## config.mk

```make
export PLATFORM = sky130hd
export DESIGN_NAME = bos_overlap
export DESIGN_NICKNAME = d
export VERILOG_FILES = /design/src/design/bos_pkg.sv /design/src/design/bos_overlap.sv
export SDC_FILE = /design/constraint.sdc
export NUM_CORES = 2
export LEC_CHECK = 0
export BUFFER_PORTS_ARGS = -buffer_cell sky130_fd_sc_hd__buf_4
export CORE_ASPECT_RATIO = 0.8
export CORE_UTILIZATION = 45
export CTS_BUF_LIST = sky130_fd_sc_hd__clkbuf_8
export DETAILED_ROUTE_END_ITERATION = 8
export MAX_ROUTING_LAYER = met4
export PLACE_DENSITY = 0.75
export SLEW_MARGIN = 10
export SYNTH_ARGS = -nofsm -noshare
export SYNTH_HDL_FRONTEND = slang
export SYNTH_SLANG_ARGS = --single-unit
export TNS_END_PERCENT = 10
```

## constraint.sdc

```tcl
create_clock -name clk -period 7.9 [get_ports clk]
set_input_delay 1.58 -clock clk [delete_from_list [all_inputs] [get_ports clk]]
set_output_delay 1.58 -clock clk [all_outputs]
set_load 0.01 [all_outputs]
```

## src/design/bos_pkg.sv

```systemverilog
// Shared types and constants for the per-class box overlap suppression block.
// Used by bos_store, bos_overlap and box_overlap_suppression; depends on nothing.
package bos_pkg;

  localparam int MAX_BOXES   = 64;
  localparam int NUM_CLASSES = 80;
  localparam int IDX_W       = $clog2(MAX_BOXES);
  localparam int CNT_W       = $clog2(MAX_BOXES + 1);

  localparam logic [15:0] THR_RESET = 16'd29491;

  // Edge coordinates at twice the scale: 2*center +- size
  localparam int EDGE_W  = 19;
  localparam int SIDE_W  = 17;
  localparam int INTER_W = 32;
  localparam int AREA_W  = 32;
  localparam int UNI_W   = 33;
  localparam int PROD_W  = UNI_W + SIDE_W;

  typedef struct packed {
    logic signed [15:0] center_x;
    logic signed [15:0] center_y;
    logic [14:0]        box_width;
    logic [14:0]        box_height;
    logic [7:0]         class_id;
    logic [15:0]        score;
    logic               last_box;
  } bos_in_t;

  typedef struct packed {
    logic signed [15:0] out_center_x;
    logic signed [15:0] out_center_y;
    logic [14:0]        out_width;
    logic [14:0]        out_height;
    logic [7:0]         out_class;
    logic [15:0]        out_score;
    logic               out_last;
    logic               dropped_any;
  } bos_out_t;

  typedef struct packed {
    logic signed [15:0] cx;
    logic signed [15:0] cy;
    logic [14:0]        w;
    logic [14:0]        h;
  } bos_geom_t;

  typedef struct packed {
    bos_geom_t   geom;
    logic [7:0]  cls;
    logic [15:0] score;
  } bos_entry_t;

  typedef struct packed {
    logic done;
    logic hit;
  } bos_ovl_res_t;

endpackage

```

## src/design/bos_overlap.sv

```systemverilog
// Overlap test of two boxes: intersection * 2^16 > threshold * union.
// One shared multiplier stepped by a small sequencer; depends on bos_pkg.
module bos_overlap (
  input  logic                  clk,
  input  logic                  rst_n,
  input  logic                  start,
  input  bos_pkg::bos_geom_t    geom_a,
  input  bos_pkg::bos_geom_t    geom_b,
  input  logic [15:0]           threshold,
  output bos_pkg::bos_ovl_res_t res
);
  import bos_pkg::*;

  typedef enum logic [2:0] {
    S_IDLE, S_EDGE, S_MUL_I, S_MUL_A, S_MUL_B, S_UNI, S_MUL_T, S_CMP
  } state_t;

  state_t              state_r;
  bos_geom_t           ga_r, gb_r;
  logic [SIDE_W-1:0]   dx_r, dy_r;
  logic [INTER_W-1:0]  inter_r;
  logic [AREA_W-1:0]   area_a_r;
  logic [UNI_W-1:0]    uni_r;
  logic [PROD_W-1:0]   prod_r;
  bos_ovl_res_t        res_r;

  logic signed [EDGE_W-1:0] a_l, a_r, a_t, a_b, b_l, b_r, b_t, b_b;
  logic signed [EDGE_W-1:0] left, right, top, bottom, dx, dy;
  logic                     apart;
  logic [UNI_W-1:0]         mul_a;
  logic [SIDE_W-1:0]        mul_b;
  logic [PROD_W-1:0]        prod;

  // Edges at twice the scale
  assign a_l = $signed({{2{ga_r.cx[15]}}, ga_r.cx, 1'b0}) - $signed({4'b0, ga_r.w});
  assign a_r = $signed({{2{ga_r.cx[15]}}, ga_r.cx, 1'b0}) + $signed({4'b0, ga_r.w});
  assign a_t = $signed({{2{ga_r.cy[15]}}, ga_r.cy, 1'b0}) - $signed({4'b0, ga_r.h});
  assign a_b = $signed({{2{ga_r.cy[15]}}, ga_r.cy, 1'b0}) + $signed({4'b0, ga_r.h});
  assign b_l = $signed({{2{gb_r.cx[15]}}, gb_r.cx, 1'b0}) - $signed({4'b0, gb_r.w});
  assign b_r = $signed({{2{gb_r.cx[15]}}, gb_r.cx, 1'b0}) + $signed({4'b0, gb_r.w});
  assign b_t = $signed({{2{gb_r.cy[15]}}, gb_r.cy, 1'b0}) - $signed({4'b0, gb_r.h});
  assign b_b = $signed({{2{gb_r.cy[15]}}, gb_r.cy, 1'b0}) + $signed({4'b0, gb_r.h});

  assign left   = (a_l > b_l) ? a_l : b_l;
  assign right  = (a_r < b_r) ? a_r : b_r;
  assign top    = (a_t > b_t) ? a_t : b_t;
  assign bottom = (a_b < b_b) ? a_b : b_b;
  assign dx     = right - left;
  assign dy     = bottom - top;
  assign apart  = (top > bottom) || (left > right);

  // Select multiplier operands for the current step
  always_comb begin
    mul_a = '0;
    mul_b = '0;
    unique case (state_r)
      S_MUL_I: begin
        mul_a = UNI_W'(dx_r);
        mul_b = dy_r;
      end
      S_MUL_A: begin
        mul_a = UNI_W'(ga_r.w);
        mul_b = SIDE_W'(ga_r.h);
      end
      S_MUL_B: begin
        mul_a = UNI_W'(gb_r.w);
        mul_b = SIDE_W'(gb_r.h);
      end
      S_MUL_T: begin
        mul_a = uni_r;
        mul_b = SIDE_W'(threshold);
      end
      default: begin
        mul_a = '0;
        mul_b = '0;
      end
    endcase
  end

  assign prod = PROD_W'(mul_a) * PROD_W'(mul_b);

  // Sequence the steps of one test
  always_ff @(posedge clk) begin
    if (!rst_n) begin
      state_r <= S_IDLE;
      res_r   <= '0;
    end else begin
      res_r  <= '0;
      prod_r <= prod;
      unique case (state_r)
        S_IDLE: begin
          if (start) begin
            ga_r    <= geom_a;
            gb_r    <= geom_b;
            state_r <= S_EDGE;
          end
        end
        S_EDGE: begin
          dx_r <= dx[SIDE_W-1:0];
          dy_r <= dy[SIDE_W-1:0];
          if (apart) begin
            res_r   <= '{done: 1'b1, hit: 1'b0};
            state_r <= S_IDLE;
          end else begin
            state_r <= S_MUL_I;
          end
        end
        S_MUL_I: state_r <= S_MUL_A;
        S_MUL_A: begin
          inter_r <= prod_r[INTER_W-1:0];
          state_r <= S_MUL_B;
        end
        S_MUL_B: begin
          area_a_r <= {prod_r[AREA_W-3:0], 2'b00};
          state_r  <= S_UNI;
        end
        S_UNI: begin
          uni_r <= {1'b0, area_a_r} + {1'b0, prod_r[AREA_W-3:0], 2'b00}
                   - {1'b0, inter_r};
          state_r <= S_MUL_T;
        end
        S_MUL_T: state_r <= S_CMP;
        S_CMP: begin
          res_r   <= '{done: 1'b1,
                       hit: ({2'b00, inter_r, 16'h0000} > prod_r)};
          state_r <= S_IDLE;
        end
        default: state_r <= S_IDLE;
      endcase
    end
  end

  assign res = res_r;

endmodule

```

; Yosys cells after proc, flatten, opt, wreduce, memory -nomap -nowiden
; Cells that the tools add are included.
[classes]
magnitude_cmp = 7
n_reduce_logical = 7
multipliers = 1
mux = 11
n_eq_ne = 8
n_addsub = 12
[ops]
columns = op, count
row1 = one-hot mux 33 bit (4 select lines), 1
row2 = 2-to-1 mux 19 bit, 4
row3 = adder 17 x 16 -> 18 bit, 4
row4 = subtractor 17 x 16 -> 18 bit, 4
row5 = one-hot mux 17 bit (4 select lines), 1
row6 = > comparator 48 x 50 -> 1 bit, 1
row7 = multiplier 33 x 17 -> 50 bit, 1
row8 = > comparator 19 bit, 2
row9 = > comparator 18 bit, 2
row10 = less-than comparator 18 bit, 2
row11 = subtractor 17 bit, 2
row12 = adder 32 x 32 -> 33 bit, 1
row13 = subtractor 33 x 32 -> 33 bit, 1
row14 = one-hot mux 3 bit (8 select lines), 1
row15 = == test 3 bit (second input constant), 4
row16 = AND reduction 2 bit, 4
row17 = == test 3 x 2 -> 1 bit (second input constant), 2
row18 = 2-to-1 mux 2 bit, 2
row19 = one-hot mux 2 bit (2 select lines), 1
row20 = == test 3 x 1 -> 1 bit (second input constant), 1
row21 = logical NOT 3 bit, 1
row22 = 2-to-1 mux 3 bit, 1
row23 = AND reduction 3 bit, 1
row24 = inequality test 2 bit (second input constant), 1
row25 = logical OR 1 bit, 1
[totals]
wordCells = 63
in_bits = 143
register_bits = 308

; Logic depth before layout (Yosys ltp)
[depth]
depth_word = 7
depth_mapped = 35
mapped_depth_nobuf = 34

; Least setup slack after synthesis
; Ideal clock, no wire load.
[synth_path]
path_kind = input to register
start = input port threshold[2]
end = register prod_r[49], data pin
arrival_ns = 7.867
stages = 24
path_slack_ns = -0.227
required_ns = 7.639
path_buffers = 3
path_cell_list = a221o_1 -> clkbuf_1 -> buf_1 -> nand2_1 -> fa_1 -> inv_1 -> fa_1 -> inv_1 -> fa_1 -> inv_1 -> fa_1 -> fa_1 -> inv_1 -> fa_1 -> inv_1 -> ha_1 -> clkbuf_1 -> nand2_1 -> nor4b_1 -> a211oi_1 -> nor4b_1 -> nor4b_1 -> or2_2 -> o311a_1
[synth_via]
elab_chain_cells = 2
[synth_rtl]
columns = item, line_no
row1 = from (decl), bos_overlap.sv:9  ; input logic [15:0] threshold,
row2 = one-hot mux 17 bit (4 select lines), bos_overlap.sv:56  ; unique case (state_r)
row3 = multiplier 33 x 17 -> 50 bit, bos_overlap.sv:80  ; assign prod = PROD_W'(mul_a) * PROD_W'(mul_b);
row4 = named net prod[49], bos_overlap.sv:32  ; logic [PROD_W-1:0] prod;
row5 = to (signal assigned), bos_overlap.sv:89  ; prod_r <= prod;
row6 = to (decl), bos_overlap.sv:24  ; logic [PROD_W-1:0] prod_r;
; The timed path passes the listed nets, and every way through them passes these cells.
; A chain may end at the register's enable or synchronous reset.

; Worst setup path in the final report
[layout_path]
start = register state_r[2]
end = register prod_r[33], data pin
[layout_via]
elab_chain_cells = 3
[layout_rtl]
columns = item, line_no
row1 = from (decl), bos_overlap.sv:18  ; state_t state_r;
row2 = from (signal assigned), bos_overlap.sv:85  ; state_r <= S_IDLE;
row3 = from (signal assigned), bos_overlap.sv:95  ; state_r <= S_EDGE;
row4 = from (signal assigned), bos_overlap.sv:103  ; state_r <= S_IDLE;
row5 = == test 3 bit or == test 3 x 2 -> 1 bit (tied branches), bos_overlap.sv:56
row6 = one-hot mux 33 bit (4 select lines) or one-hot mux 17 bit (4 select lines) (tied branches), bos_overlap.sv:56
row7 = multiplier 33 x 17 -> 50 bit *, bos_overlap.sv:80
row8 = named net prod[33], bos_overlap.sv:32
; The timed path passes the listed nets; every way through them passes the cells marked *.

==> results.tsv <==
stage	metric	value	unit
timing	setup_viol	0	
yosys	netlist_instances	4431	
layout	fin_area	47500	um2
route	drtIter0Drc	2750	
layout	layout-drive-gt1-share	12.8	%
yosys	synthArstFlopShare	0	%
floorplanning	die_area	93200	um2
yosys	synth_ff_type	edfxtp_1	
yosys	netlist_area	41400	um2
setup_path	cp.required	8290	ps
timing	hold_slack	463	ps
timing	fin_crit	7620	ps
clock_tree	root_buffer	clkbuf_8	
timing	relSlewSlack	30.9	%
clock_tree	cts_tree	done	
setup_path	cp_data_arrival_time	8000	ps
layout	layout_common_cells	inv_1 (930), fa_1 (504), nand2_1 (493), ha_1 (436), buf_4 (401)	
yosys	synthTopCellsByArea	fa_1 (24%), edfxtp_1 (22%), ha_1 (13%), inv_1 (8.4%), nand2_1 (4.5%)	
placement	placed_cell_area	46200	um2
route	firstDrtPassIters	5	
setup_path	critPathKind	reg -> reg	
setup_path	endpoint_kind	register	
yosys	synth_compound_area_share	11.6	%
yosys	synth_mux_area_share	2.94	%
floorplanning	start_util	45.4	%
yosys	synth_top_family_by_area	adder cells	
setup_path	r2r_start	state_r[2]	
yosys	synthXorXnorAreaFrac	4.17	%
power_and_ir_drop	ir_drop	135	uV
route	drtAntennaViolNets	0	
power_and_ir_drop	p_leak	0.0227	uW
power_and_ir_drop	fin_total_pwr	7530	uW
route	remaining_drc_errors	0	
yosys	yosysWarningCount	0	
global_routing	grt_pass1_vias	33000	
yosys	synthSimpleGateAreaFrac	11.6	%
global_routing	grt-ovfl-total	0	
clock_tree	clkTransAtPathRegs	70	ps
yosys	yosysUniqueCellTypes	80	
run	max-cap-violations	0	
yosys	synthAdderAreaFrac	37.6	%
layout	area_growth	14.7	%
timing	grt_setup_unrepaired	yes	
route	wl	118000	um
floorplanning	core	91200	um2
min_path	hp-start	prod_r[26]	
floorplanning	die_x	341	um
yosys	synth-edff-count	303	
placement	detailed_place_hpwl	97600	um
timing	finClkSkew	83.9	ps
timing	fin_crit_sh	96.4	%
timing	worstMarginPinSlew	1040	ps
route	vias	32600	
timing	final_hold_viol_count	0	
clock_tree	cts_max_path_buffers	3	
yosys	yosys.area.top_type	fa_1	
floorplanning	die_y	273	um
placement	dp_cells	5937	
yosys	syn_avg_cell_area	9.34	um2
layout	final_nets	5872	
setup_path	cp_max_fo	8	
clock_tree	htreeDepth	2	
floorplanning	rows	99	
layout	layout_commonest_cell	inv_1	
global_routing	grt_pass1_wl	185000	um
power_and_ir_drop	p_per_area	159	nW/um2
min_path	hp-class	reg -> reg	
yosys	ys_seq_elements	308	
layout	nFillCells	8261	
setup_path	reg2reg_setup_slack	280	ps
global_routing	grt_max_degree	79	
setup_path	cpLargestDelayFamily	adder cells	
setup_path	crit_slowest_cell	fa_1	
yosys	synth_top_area_share	24.4	%
timing	max_freq	131	MHz
layout	instances_no_fill	6044	
route	avgViaCountPerCell	5.39	
route	wl_per_cell	19.4	um
clock_tree	cts_buffers	50	
setup_path	cp-startpoint	state_r[2]	
global_routing	antenna_found_initial	5	
outcome	outcome	completed	
setup_path	cp-start-kind	register	
clock_tree	clock_sinks	308	
global_routing	grt.total_usage	26.3	%
timing	maxSlewViolCount	0	
yosys	yosysSeqAreaShare	22.2	%
setup_path	max_stage_delay	540	ps
placement	port_buffers	144	
setup_path	path_buf_inv	12	
placement	gp_congestion	1.00	
clock_tree	clk_latency	700	ps
floorplanning	io_pins	145	
-- area by class of cell --
| class | instances | area (um2) | share of cell area [%] |
|---|---|---|---|
| Antenna cell | 4 | 10.0 | 0.0211 |
| Clock buffer | 52 | 716 | 1.51 |
| Clock inverter | 39 | 258 | 0.543 |
| Inverter | 921 | 3460 | 7.28 |
| Multi-Input combinational cell | 3066 | 28500 | 60.0 |
| Sequential cell | 308 | 9200 | 19.4 |
| Tap cell | 1212 | 1520 | 3.20 |
| Timing Repair Buffer | 442 | 3830 | 8.07 |
-- where the power goes --
part	switching (uW)	leakage, uW	internal, uW
combinational	2270	0.0193	1690
sequential	95.4	0.00287	2040
clock	725	0.000524	712
total	3090	0.0227	4440
-- path summary, 6_finish.rpt --
path	to	depth (start not counted)
worst max register to register	prod_r[33]	32
worst min-delay path	area_a_r[28]	0
worst max-delay path	prod_r[33]	32
worst min register to register	area_a_r[28]	0
-- synthesized netlist by cell type, drive strengths merged, types with 34 or more instances --
cell / number
a21o: 88
inv: 921
fa: 504
o21a: 35
xnor2: 150
o21ai: 113
nand2: 494
xor2: 47
o21bai: 36
nand2b: 34
mux2i: 64
nor3: 48
clkbuf: 136
edfxtp: 303
and2: 55
nor2b: 44
ha: 436
a21oi: 184
nor2: 298
mux2: 51
-- timing repair --
item	CTS	global route
gates cloned	0	3
hold buffers	0	0
setup endpoints to repair	11	28
setup buffers	0	9
pin swaps	0	9
gates resized for setup	3	43
-- stage by stage --
stage | setup TNS (ps) | setup slack, ps | util, %
6_report | 0 | 281 | 52.1
5_1_grt | -102 | -72.7 | 52.1
4_1_cts | 0 | 53.0 | 51.7
3_5_place_dp | -2920 | -404 | 50.6
3_3_place_gp | -1770 | -267 | 50.6
2_1_floorplan | 0 | 39.6 | -
-- cells by family (layout without fill, tap and decap cells) --
kind of cell    count (synthesis)  after routing
mux                           115            115
simple gates                 1094           1095
buf+inv                      1072           1454
fa+ha+maj                     941            941
flops                         308            308
compound gates                702            702
xor+xnor                      197            197
other cells                     2             20
-- state kept, by name, summed over array words and instances, names as in the netlist --
| signal | flops |
|---|---|
| prod_r | 50 |
| inter_r | 32 |
| state_r | 3 |
| area_a_r | 30 |
| uni_r | 33 |
| gb_r | 62 |
| dx_r | 17 |
| dy_r | 17 |
| ga_r | 62 |
| res | 2 |
-- per-layer routing --
layer,GRT usage (%),share of wire [%],up-vias
li1,-,-,15100
met1,37.2,45,16100
met2,39.1,43,1213
met3,4.68,9.3,159
met4,6.28,2.3,0
met5,-,0,-
Note: power is estimated with default switching activity, not from simulation.
